### src/design/atr_pkg.sv
// ----------------------------------------------------------------------------
// ATR filter package
// Shared widths, register indexes, queue entry and back-end state types.
// ----------------------------------------------------------------------------
package atr_pkg;

  localparam int PRICE_W  = 32;
  localparam int PERIOD_W = 9;
  localparam int SUM_W    = PRICE_W + PERIOD_W;
  localparam int SCALE_W  = 7;
  localparam int NUM_W    = SUM_W + SCALE_W;
  localparam int DEN_W    = PRICE_W + PERIOD_W;
  localparam int FRAC_W   = 16;
  localparam int QUOT_W   = 32;
  localparam int IN_DATA_W  = 3 * PRICE_W;
  localparam int OUT_DATA_W = 72;

  localparam logic [SCALE_W-1:0]  PercentScale  = 7'd100;
  localparam logic [PERIOD_W-1:0] PeriodDefault = 9'd14;

  typedef enum logic {
    REG_ATR_PERIOD      = 1'b0,
    REG_MAX_ATR_PERCENT = 1'b1
  } reg_index_t;

  typedef struct packed {
    logic [PRICE_W-1:0] true_range;
    logic [PRICE_W-1:0] close;
  } bar_entry_t;

  typedef enum logic [2:0] {
    BK_IDLE,
    BK_UPDATE,
    BK_PRODUCT,
    BK_DIV_START,
    BK_DIV_WAIT,
    BK_FINISH
  } back_state_t;

endpackage

### src/design/atr_queue.sv
// ----------------------------------------------------------------------------
// ATR bar queue
// Two-entry queue between the front end and the back end.
// ----------------------------------------------------------------------------
module atr_queue (
  input  logic                clk,
  input  logic                rst,
  input  logic                push_valid,
  output logic                push_ready,
  input  atr_pkg::bar_entry_t push_data,
  output logic                pop_valid,
  input  logic                pop_ready,
  output atr_pkg::bar_entry_t pop_data
);
  import atr_pkg::*;

  bar_entry_t entries [2];
  logic       wr_ptr, rd_ptr;
  logic [1:0] count;
  logic       do_push, do_pop;

  assign push_ready = (count != 2'd2);
  assign pop_valid  = (count != 2'd0);
  assign pop_data   = entries[rd_ptr];
  assign do_push    = push_valid && push_ready;
  assign do_pop     = pop_valid && pop_ready;

  always_ff @(posedge clk) begin
    if (do_push) entries[wr_ptr] <= push_data;
  end

  always_ff @(posedge clk) begin
    if (rst) begin
      wr_ptr <= 1'b0;
      rd_ptr <= 1'b0;
      count  <= 2'd0;
    end else begin
      if (do_push) wr_ptr <= ~wr_ptr;
      if (do_pop) rd_ptr <= ~rd_ptr;
      case ({do_push, do_pop})
        2'b10:   count <= count + 2'd1;
        2'b01:   count <= count - 2'd1;
        default: count <= count;
      endcase
    end
  end

endmodule

### config.mk
export PLATFORM = sky130hd
export DESIGN_NAME = atr_queue
export DESIGN_NICKNAME = d
export VERILOG_FILES = /design/src/design/atr_pkg.sv /design/src/design/atr_queue.sv
export SDC_FILE = /design/constraint.sdc
export NUM_CORES = 1
export LEC_CHECK = 0
export ABC_AREA = 1
export CORE_MARGIN = 3
export CORE_UTILIZATION = 62
export CTS_BUF_LIST = sky130_fd_sc_hd__clkbuf_4 sky130_fd_sc_hd__clkbuf_8 sky130_fd_sc_hd__clkbuf_16
export DETAILED_ROUTE_END_ITERATION = 16
export DONT_BUFFER_PORTS = 1
export PLACE_DENSITY = 0.78
export REMOVE_ABC_BUFFERS = 1
export SETUP_SLACK_MARGIN = 0.3
export SLEW_MARGIN = 10
export SYNTH_ARGS = -nofsm -noshare
export SYNTH_HDL_FRONTEND = slang
export SYNTH_SLANG_ARGS = --single-unit
### constraint.sdc
create_clock -name clk -period 4.93 [get_ports clk]
set_clock_uncertainty 0.15 [all_clocks]
set_input_delay 0.7395 -clock clk [delete_from_list [all_inputs] [get_ports clk]]
set_output_delay 0.7395 -clock clk [all_outputs]
set_load 0.02 [all_outputs]
==> summary.md <==
| Metric | Value |
|---|---|
| Vias in the first global route | roughly 2200 |
| Main combinational cell family by area after synthesis | multiplexers |
| Io pins | about 130 |
| Max incr delay on CP | 0.85 ns |
| Routed wire per std cell | about 21 um |
| Initial core utilization | 65.45% |
| Routed WL | between 7000 and 8000 um |
| Actual slew at the worst max-slew pin | between 0.7 and 0.8 ns |
| Worst skew pair latency | 0.49 ns |
| Clk Tree Root Cell | clkbuf_8 |
| Cell Area, Synth | 5162 um^2 |
| Final hold viol count | 0 |
| Final Max Slew Viols | 0 |
| Buf/Inv on CP | 1 |
| Final HPWL from detailed placement | 5128 um |
| Post-DRT Antenna Nets | 0 |
| DP Area | ~5200 um^2 |
| Fmax | around 320 MHz |
| First-pass GRT wire length | about 12000 um |
| Seq/Total Area, Yosys | about three quarters |
| Synth Area in XOR/XNOR | 0% |
| Grt total ovfl | 0 |
| Share of cells above drive strength 1 | between 30% and 40% |
| PwrDens | 555.6 nW/um^2 |
| CP startpoint kind | register |
| Worst hold path class | in2reg |
| Die X | about 97 um |
| Post-synthesis mux area share | 18.32% |
| Design Area, Final | 5796 um^2 |
| Die span in y | 97.25 um |
| # rows | 32 |
| Final Critical Period | 3.139 ns |
| TritonCTS buffer count | 17 |
| Post-synthesis register bit count | between 100 and 150 |
| Comb pwr share | 16.7% |
| Outcome | completed |
| Critical Path AT | approximately 2.3 ns |
| Max-cap check violation count | 0 |
| Synth Area in Simple Gates | between 1 and 1.5% |
| Core area | 7888 um^2 |
| Max_slew headroom | 47.86% |
| Final Setup Violations | 0 |
| Synth top area share | approximately 74% |
| H-tree levels | 4 |
| DRC Markers | 0 |
| Routability cong. | about 0.7 |
| Post-CTS Resized | 0 |
| Area delta synth->final | 12.26% |
| Die area | 9458 um^2 |
| Setup_tns | 0 ns |
| Net Sw Power | 837.2 uW |
| Ys Warns | 0 |
| CTS sink count | between 100 and 150 |
| Post-CTS Setup Repair Bufs | 0 |
| Power consumption | ~3200 uW |
| Worst vdd ir | about 0.36 mV |
| Initial antenna violation count | 0 |
| Clk pwr share | 38.0% |
| CTS Buffer Depth | 2 |
| DR pass1 iterations | 4 |
| Antenna diodes | 0 |
| Vias | between 2000 and 2500 |
| CTS tree | done |
| I/O Buffers | 0 |
| CP Class | reg2out |
| Leading area contributor after synthesis | edfxtp_1 |
| Final net count | 321 |
| Vias per cell | ~5.6 |
| Syn Area/Cell | between 20 and 25 um^2 |
| Critical path's slowest cell | dfxtp_4 |
| Starting DRT DRC Count | 151 |
| Post-synth cell types | 13 |
| Switching part of the total | between 20% and 30% |
| Critical Path RT | roughly 4 ns |
| Post-Synth Adder-Cell Area | 0.2424% |
| Total internal power | 2383 uW |
| CP delay by family, top | flip-flops |
| Final worst-path cycle share | 63.67% |
| Area contributors post-synth | edfxtp_1 74%, mux2_4 17%, buf_12 2.3%, dfxtp_1 1.9%, mux2_2 0.87% |
| Crit end category | primary output |
| Clk pin slew, worst setup/hold paths | around 0.06 ns |
| All-Layer GR Usage | between 10% and 20% |
| Leak Pwr | 0.002073 uW |
| Sequential share of power | between 40 and 50% |
| Worst-path cell chain | buf_4 > mux2_4 |
| RSZ-0062 raised after global routing | false |
| Hold-fix buffers, CTS | 0 |
| Post-Syn Instances | ~240 |
| Largest fanout on the critical path | 40 |
| Largest net degree at the start of global routing | 41 |
| Compound-cell area share of the yosys netlist | 0.4847% |
-- power groups by stage --
stage	Clock, uW	Combinational [uW]	Sequential, uW
after global placement	0	537	1480
after floorplan	0	485	1490
after global routing	1300	568	1470
final	1220	536	1460
after detailed placement	0	544	1480
after CTS	1250	546	1460
-- through the flow --
stage / hold slack (ns) / cells / utilization (%) / setup WS [ns]
detailed placement: 0.3577 / 335 / 65.93 / 2.212
floorplan: 0.3148 / 230 / - / 0.7728
finish: 0.1860 / 367 / 73.48 / 1.791
CTS: 0.1615 / 367 / 73.48 / 1.740
global route: 0.1480 / 367 / 73.48 / 1.676
global placement: 0.3286 / 335 / 65.93 / 2.247
-- sequential cells by signal (all words and copies together) (netlist names), named ones only --
signal / flops
wr_ptr: 1
entries: 128
count: 2
rd_ptr: 1
-- layer usage --
metal / up-vias / wire length, um / track usage (%)
met5: - / 0 / 0
met3: 2 / 886 / 9.332
li1: 947 / - / -
met4: 0 / 30 / 5.751
met2: 95 / 3959 / 27.55
met1: 1025 / 2887 / 19.50
-- layout by cell type (no fill, tap or decap), types with 4 or more instances in the layout --
master	netlist	layout
clkbuf_16	0	16
dfxtp_1	5	4
edfxtp_1	128	128
inv_1	8	8
inv_6	0	4
mux2_2	4	4
mux2_4	60	60
nand2_1	8	8
nor2_1	10	8
-- cell usage after synthesis (all sizes together) --
| library cell | instances |
|---|---|
| buf | 7 |
| mux2 | 64 |
| ha | 1 |
| inv | 8 |
| nand2 | 8 |
| dfxtp | 5 |
| a21oi | 2 |
| o21ai | 3 |
| edfxtp | 128 |
| nor2 | 10 |
| nand4 | 1 |
-- final timing paths --
kind | startpoint | depth (start not counted) | endpoint | slack [ns]
max reg2reg | count[0] | 5 | entries[1][30] | 2.23
min | push_data[3] | 0 | entries[1][3] | 0.19
min reg2reg | rd_ptr | 2 | rd_ptr | 0.38
max | register | 2 | pop_data[22] | 1.79
-- kinds of logic after synthesis --
group | count (synthesis)
buffers and inverters | 15
multiplexers | 64
AO/OA/AOI/OAI | 5
adder cells (fa/ha/maj) | 1
flip-flops | 133
AND/OR/NAND/NOR | 19
-- worst register-to-register path: stages, from the launching register on --
cell     delay (ns)
dfxtp_1        0.35
inv_1          0.10
nand2_1        0.24
nand2_1        0.24
nor2_4         0.65
buf_4          0.59
-- layout make-up --
type	count	area, um^2
repair buffers	3	22.52
well taps	102	127.6
flip-flops and latches	133	3948
clock buffers	18	421.7
fillers	457	2092
clock inverters	14	173.9
multi-input cells	89	1072
inverters	8	30.03
(Power assumes the default switching activity.)
