$ cat config.mk
export PLATFORM = sky130hd
export DESIGN_NAME = atr_front
export DESIGN_NICKNAME = d
export VERILOG_FILES = /design/src/design/atr_pkg.sv /design/src/design/atr_front.sv
export SDC_FILE = /design/constraint.sdc
export NUM_CORES = 1
export LEC_CHECK = 0
export ABC_AREA = 1
export ABC_CLOCK_PERIOD_IN_PS = 13700
export BUFFER_PORTS_ARGS = -buffer_cell sky130_fd_sc_hd__buf_2
export CAP_MARGIN = 0
export CORE_ASPECT_RATIO = 1.75
export CORE_UTILIZATION = 40
export CTS_CLUSTER_DIAMETER = 50
export DETAILED_ROUTE_END_ITERATION = 6
export MAX_ROUTING_LAYER = met4
export PLACE_DENSITY = 0.68
export REMOVE_ABC_BUFFERS = 1
export SLEW_MARGIN = 20
export SYNTH_ARGS = -nofsm -noshare
export SYNTH_HDL_FRONTEND = slang
export SYNTH_SLANG_ARGS = --single-unit
export TNS_END_PERCENT = 5
$ cat constraint.sdc
create_clock -name clk -period 13.7 [get_ports clk]
set_input_delay 1.37 -clock clk [delete_from_list [all_inputs] [get_ports clk]]
set_output_delay 1.37 -clock clk [all_outputs]
set_load 0.01 [all_outputs]
$ cat src/design/atr_pkg.sv
// ----------------------------------------------------------------------------
// ATR filter package
// Shared widths, register indexes, queue entry and back-end state types.
// ----------------------------------------------------------------------------
package atr_pkg;

  localparam int PRICE_W  = 32;
  localparam int PERIOD_W = 9;
  localparam int SUM_W    = PRICE_W + PERIOD_W;
  localparam int SCALE_W  = 7;
  localparam int NUM_W    = SUM_W + SCALE_W;
  localparam int DEN_W    = PRICE_W + PERIOD_W;
  localparam int FRAC_W   = 16;
  localparam int QUOT_W   = 32;
  localparam int IN_DATA_W  = 3 * PRICE_W;
  localparam int OUT_DATA_W = 72;

  localparam logic [SCALE_W-1:0]  PercentScale  = 7'd100;
  localparam logic [PERIOD_W-1:0] PeriodDefault = 9'd14;

  typedef enum logic {
    REG_ATR_PERIOD      = 1'b0,
    REG_MAX_ATR_PERCENT = 1'b1
  } reg_index_t;

  typedef struct packed {
    logic [PRICE_W-1:0] true_range;
    logic [PRICE_W-1:0] close;
  } bar_entry_t;

  typedef enum logic [2:0] {
    BK_IDLE,
    BK_UPDATE,
    BK_PRODUCT,
    BK_DIV_START,
    BK_DIV_WAIT,
    BK_FINISH
  } back_state_t;

endpackage

$ cat src/design/atr_front.sv
// ----------------------------------------------------------------------------
// ATR front end
// Accepts price bars, forms the true range and queues it with the close.
// ----------------------------------------------------------------------------
module atr_front #(
  parameter int PRICE_BITS = 32
) (
  input  logic                         clk,
  input  logic                         rst,
  input  logic                         s_tvalid,
  output logic                         s_tready,
  input  logic [atr_pkg::IN_DATA_W-1:0] s_tdata,  // bar_high, bar_low, bar_close
  output logic                         push_valid,
  input  logic                         push_ready,
  output atr_pkg::bar_entry_t          push_data
);
  import atr_pkg::*;

  localparam logic [PRICE_W-1:0] PriceMask =
    (PRICE_BITS >= PRICE_W) ? {PRICE_W{1'b1}} : PRICE_W'((64'd1 << PRICE_BITS) - 64'd1);

  logic [PRICE_W-1:0] previous_close;
  logic               have_previous;
  logic [PRICE_W-1:0] high, low, close;
  logic [PRICE_W-1:0] spread, up_gap, down_gap, tr;
  logic               accept;

  always_comb begin
    high     = s_tdata[PRICE_W-1:0] & PriceMask;
    low      = s_tdata[2*PRICE_W-1:PRICE_W] & PriceMask;
    close    = s_tdata[3*PRICE_W-1:2*PRICE_W] & PriceMask;
    spread   = (high >= low) ? high - low : low - high;
    up_gap   = (high >= previous_close) ? high - previous_close : previous_close - high;
    down_gap = (low >= previous_close) ? low - previous_close : previous_close - low;
    tr       = spread;
    if (have_previous) begin
      if (up_gap > tr) tr = up_gap;
      if (down_gap > tr) tr = down_gap;
    end
  end

  assign s_tready             = push_ready;
  assign push_valid           = s_tvalid;
  assign push_data.true_range = tr;
  assign push_data.close      = close;
  assign accept               = s_tvalid && push_ready;

  always_ff @(posedge clk) begin
    if (rst) begin
      previous_close <= '0;
      have_previous  <= 1'b0;
    end else if (accept) begin
      previous_close <= close;
      have_previous  <= 1'b1;
    end
  end

endmodule

==> metrics.md <==
| Metric | Value |
|---|---|
| Run status | complete, but fails checks |
| Failing checks | DRC |
| Routability congestion estimate | around 1.1 |
| Critical-path cell with the highest stage delay | nor4_1 |
| Final instance area | 16,500 um^2 |
| Area growth, synth to finish | 7.09% |
| Top Ports | around 170 |
| Cell area power density | 117 nW/um^2 |
| Clock network power share | between 6 and 7% |
| Critical path class | input port to output port |
| Top library cells by usage in the layout, fill and taps aside | nand2_1, inv_1, a21oi_1 |
| Worst path setup slack after routing | ~1.6 ns |
| Clock tree from TritonCTS | done |
| Count of nets after finishing | 3,084 |
| Data arrival time of the worst path | approximately 11 ns |
| Die height | roughly 260 um |
| Routed WL | between 80 and 90 mm |
| Critical hold path startpoint | previous_close[9]$_SDFFE_PP0P_ |
| Cts bufs inserted | 5 |
| Reg-to-reg critical path startpoint | have_previous$_SDFFE_PP0P_ |
| Number of antenna violations at the first check in global routing | 1 |
| Standard-cell row count | 94 |
| Total vias in the final route | approximately 19,000 |
| Internal power | ~0.00070 W |
| Vias in the first global route | 18,613 |
| Tightest Pin Transition | ~1.1 ns |
| Cells resized by post-CTS repair | 0 |
| Number of gates on the worst path with buffers counted | 40 |
| Number of buffers on the longest clock path | 2 |
| Register share of total power | 5.7% |
| Total setup violations reported at the end of the flow | 0 |
| Clk root buf | clkbuf_16 |
| Pin count of the biggest net entering global routing | 66 |
| Depth of the worst register-to-register path | 3 |
| Class of the tightest hold or removal check | register to register |
| Routed vias/inst | 5.83 |
| Worst slack at placement | between 1.5 and 2 ns |
| Category of the worst setup path capture point | output port |
| Finished Core Util | between 40% and 50% |
| Post-synth EDFFs | 0 |
| Number of nets still failing antenna checks after routing | 0 |
| Hold endpoint | previous_close[9]$_SDFFE_PP0P_ |
| Cells taking the most area after synthesis | ha_1, nand2_1, a21oi_1 |
| Chip width | 150 um |
| Most frequently used flop master after synthesis | dfxtp_1 |
| Sequential fraction of the synthesis area | approximately 4.3% |
| Count of maximum capacitance violations | 0 |
| Hold path depth | 2 |
| Overall Global Routing Usage | 43.1% |
| Share of layout cells above drive strength 1 | around 8.6% |
| DRC Markers | 2 |
| Setup repair after global routing missed its margin | no |
| Area of the placeable core | 37,800 um^2 |
| Slew margin rel. | between 20% and 30% |
| Number of pins exceeding their max-slew limit in the final report | 0 |
| Clock sink count | 33 |
| Count of routing violations after the opening detailed-route iteration | around 1,500 |
| End of the worst register-to-register path | have_previous$_SDFFE_PP0P_ |
| First-pass detailed-route iteration total | 7 |
| Number of standard cells after synthesis | 2,639 |
| Starting density of the core | between 40% and 50% |
| HPWL after DPL | between 70 and 80 mm |
| Launching element type of the critical path | input port |
| Summed negative setup slack over all endpoints | 0 ns |
| Syn. warnings | 0 |
| Cell type contributing the most total cell area after synthesis | ha_1 |
| Largest incremental delay on the critical path | around 0.86 ns |
| Most common library cell in the layout ignoring fill and taps | nand2_1 |
| H-tree depth reported by CTS | 2 |
| Proportion of netlist area held by the largest area contributor | around a fifth |
| Min Tclk post-route | 12.14 ns |
| Buf/Inv on CP | 7 |
| First-pass GRT wire length | between 100 and 150 mm |
| Hold-fix buffer count after cts | 0 |
| Required time worst endpoint | about 12 ns |
| Wirelength per Cell | 25.8 um |
| Fraction of power consumed by combinational cells | between 80% and 90% |
| Avg Cell Area, Syn | 5.83 um^2 |
| Ys async rst share | 0% |
| Number of storage elements in the synthesis netlist | 33 |
| P_sw | ~0.0012 W |
| Clk_skew | 0 ns |
| Die area | ~40,000 um^2 |
| PortBufs | ~170 |
| Top achievable clock speed | ~0.082 GHz |
| Cell repeated most along the worst path | nand2_1 |
| Maximum fanout along the worst path | 37 |
| Total count of hold-check failures in the final report | 0 |
| Switching Share | between 60% and 70% |
| Worst vdd ir | approximately 0.00011 V |
| Reg-to-reg setup timing slack | between 10 and 15 ns |
| Insertion delay to the later sink of the worst-skew pair | about 0.30 ns |
| Family of cells with the greatest summed delay on the critical path | simple AND/OR/NAND/NOR gates |
| Total gr overflow | 0 |
| Post-CTS Setup Repair Bufs | 0 |
| Part of the cycle the worst path needs | between 80% and 90% |
| Dpl cell area | approximately 16,000 um^2 |
| Synth Cell Area | roughly 15,000 um^2 |
| Leakage power figure | about 8.8 nW |
| Number of distinct standard cells referenced by the synthesized netlist | 53 |
| Clk pin slew, worst setup/hold paths | roughly 0.060 ns |
## cells by family (layout without fill, tap and decap cells)
group	after synthesis	after routing	synth area share, %
muxes	17	17	1.11
other	0	1	0
adders and majority gates	258	258	21.3
xor gates and xnor gates	116	116	6.60
AOI/OAI and AO/OA	687	687	25.4
DFF	33	33	4.29
and+or+nand+nor	1011	1011	27.4
buffers and inverters	517	605	13.9
## per-stage QoR
| step | hold slack, ns | cells | total power, W |
|---|---|---|---|
| final | 0.559 | 3208 | 0.00193 |
| after global routing | 0.591 | 3208 | 0.00208 |
| after CTS | 0.557 | 3206 | 0.00188 |
| after detailed placement | 0.548 | 3198 | 0.00175 |
| after global placement | 0.533 | 3198 | 0.00173 |
| after floorplan | 0.464 | 2544 | 0.00117 |
## cell type report
type | instances | area, um^2
Sequential cell | 33 | 661
Timing Repair Buffer | 175 | 901
Antenna cell | 1 | 2.50
Fill cell | 4283 | 21300
Tap cell | 480 | 601
Clock buffer | 6 | 129
Multi-Input combinational cell | 2089 | 12600
Inverter | 422 | 1580
Clock inverter | 2 | 10.0
## synth_stat cells, drive strengths merged (5+ instances only)
cell and count:
xor2 96, ha 252, o31ai 9, a31oi 12, o21bai 11, o221ai 14, or2 5, buf 62
nand3 117, nand4 9, a221oi 8, o21ai 178, clkbuf 33, inv 422, nor2 234, dfxtp 33
and2 31, nand2 586, nor3 20, o2111ai 11, a21boi 8, a211oi 41, mux2i 17, o211ai 8
a21o 18, a21oi 343, o21a 17, fa 6, xnor2 20, nor4 6
## power groups by stage
stage	logic [W]	clock network (W)	registers, W
2_1_floorplan	0.00106	0	0.000109
6_report	0.00170	0.000123	0.000110
3_5_place_dp	0.00163	0	0.000112
3_3_place_gp	0.00162	0	0.000112
5_1_grt	0.00184	0.000126	0.000111
4_1_cts	0.00164	0.000124	0.000110
## how the worst max path moves through the flow
stage	endpoint	slack, ns	startpoint
3_5_place_dp	push_data[57]	1.79	s_tdata[10]
4_1_cts	push_data[57]	1.79	s_tdata[10]
5_1_grt	push_data[63]	1.10	s_tdata[27]
6_report	push_data[57]	1.56	s_tdata[10]
3_3_place_gp	push_data[57]	1.86	s_tdata[10]
2_1_floorplan	push_data[33]	3.99	s_tdata[0]
## sequential cells by signal, summed over array words and instances (netlist names)
| signal | count |
|---|---|
| previous_close | 32 |
| have_previous | 1 |
## metal layers
| metal | wire, um | track usage, % |
|---|---|---|
| met5 | 0 | - |
| met2 | 40200 | 72.6 |
| met3 | 5270 | 6.13 |
| met4 | 8440 | 38.2 |
| met1 | 29000 | 43.2 |
## worst register-to-register path, cell delays in order, from the launching register on
cell and delay [ns]:
dfxtp_1 0.30, buf_4 0.20, inv_2 0.78, a21oi_1 0.20
No activity file was read; power rests on OpenSTA's default activity.
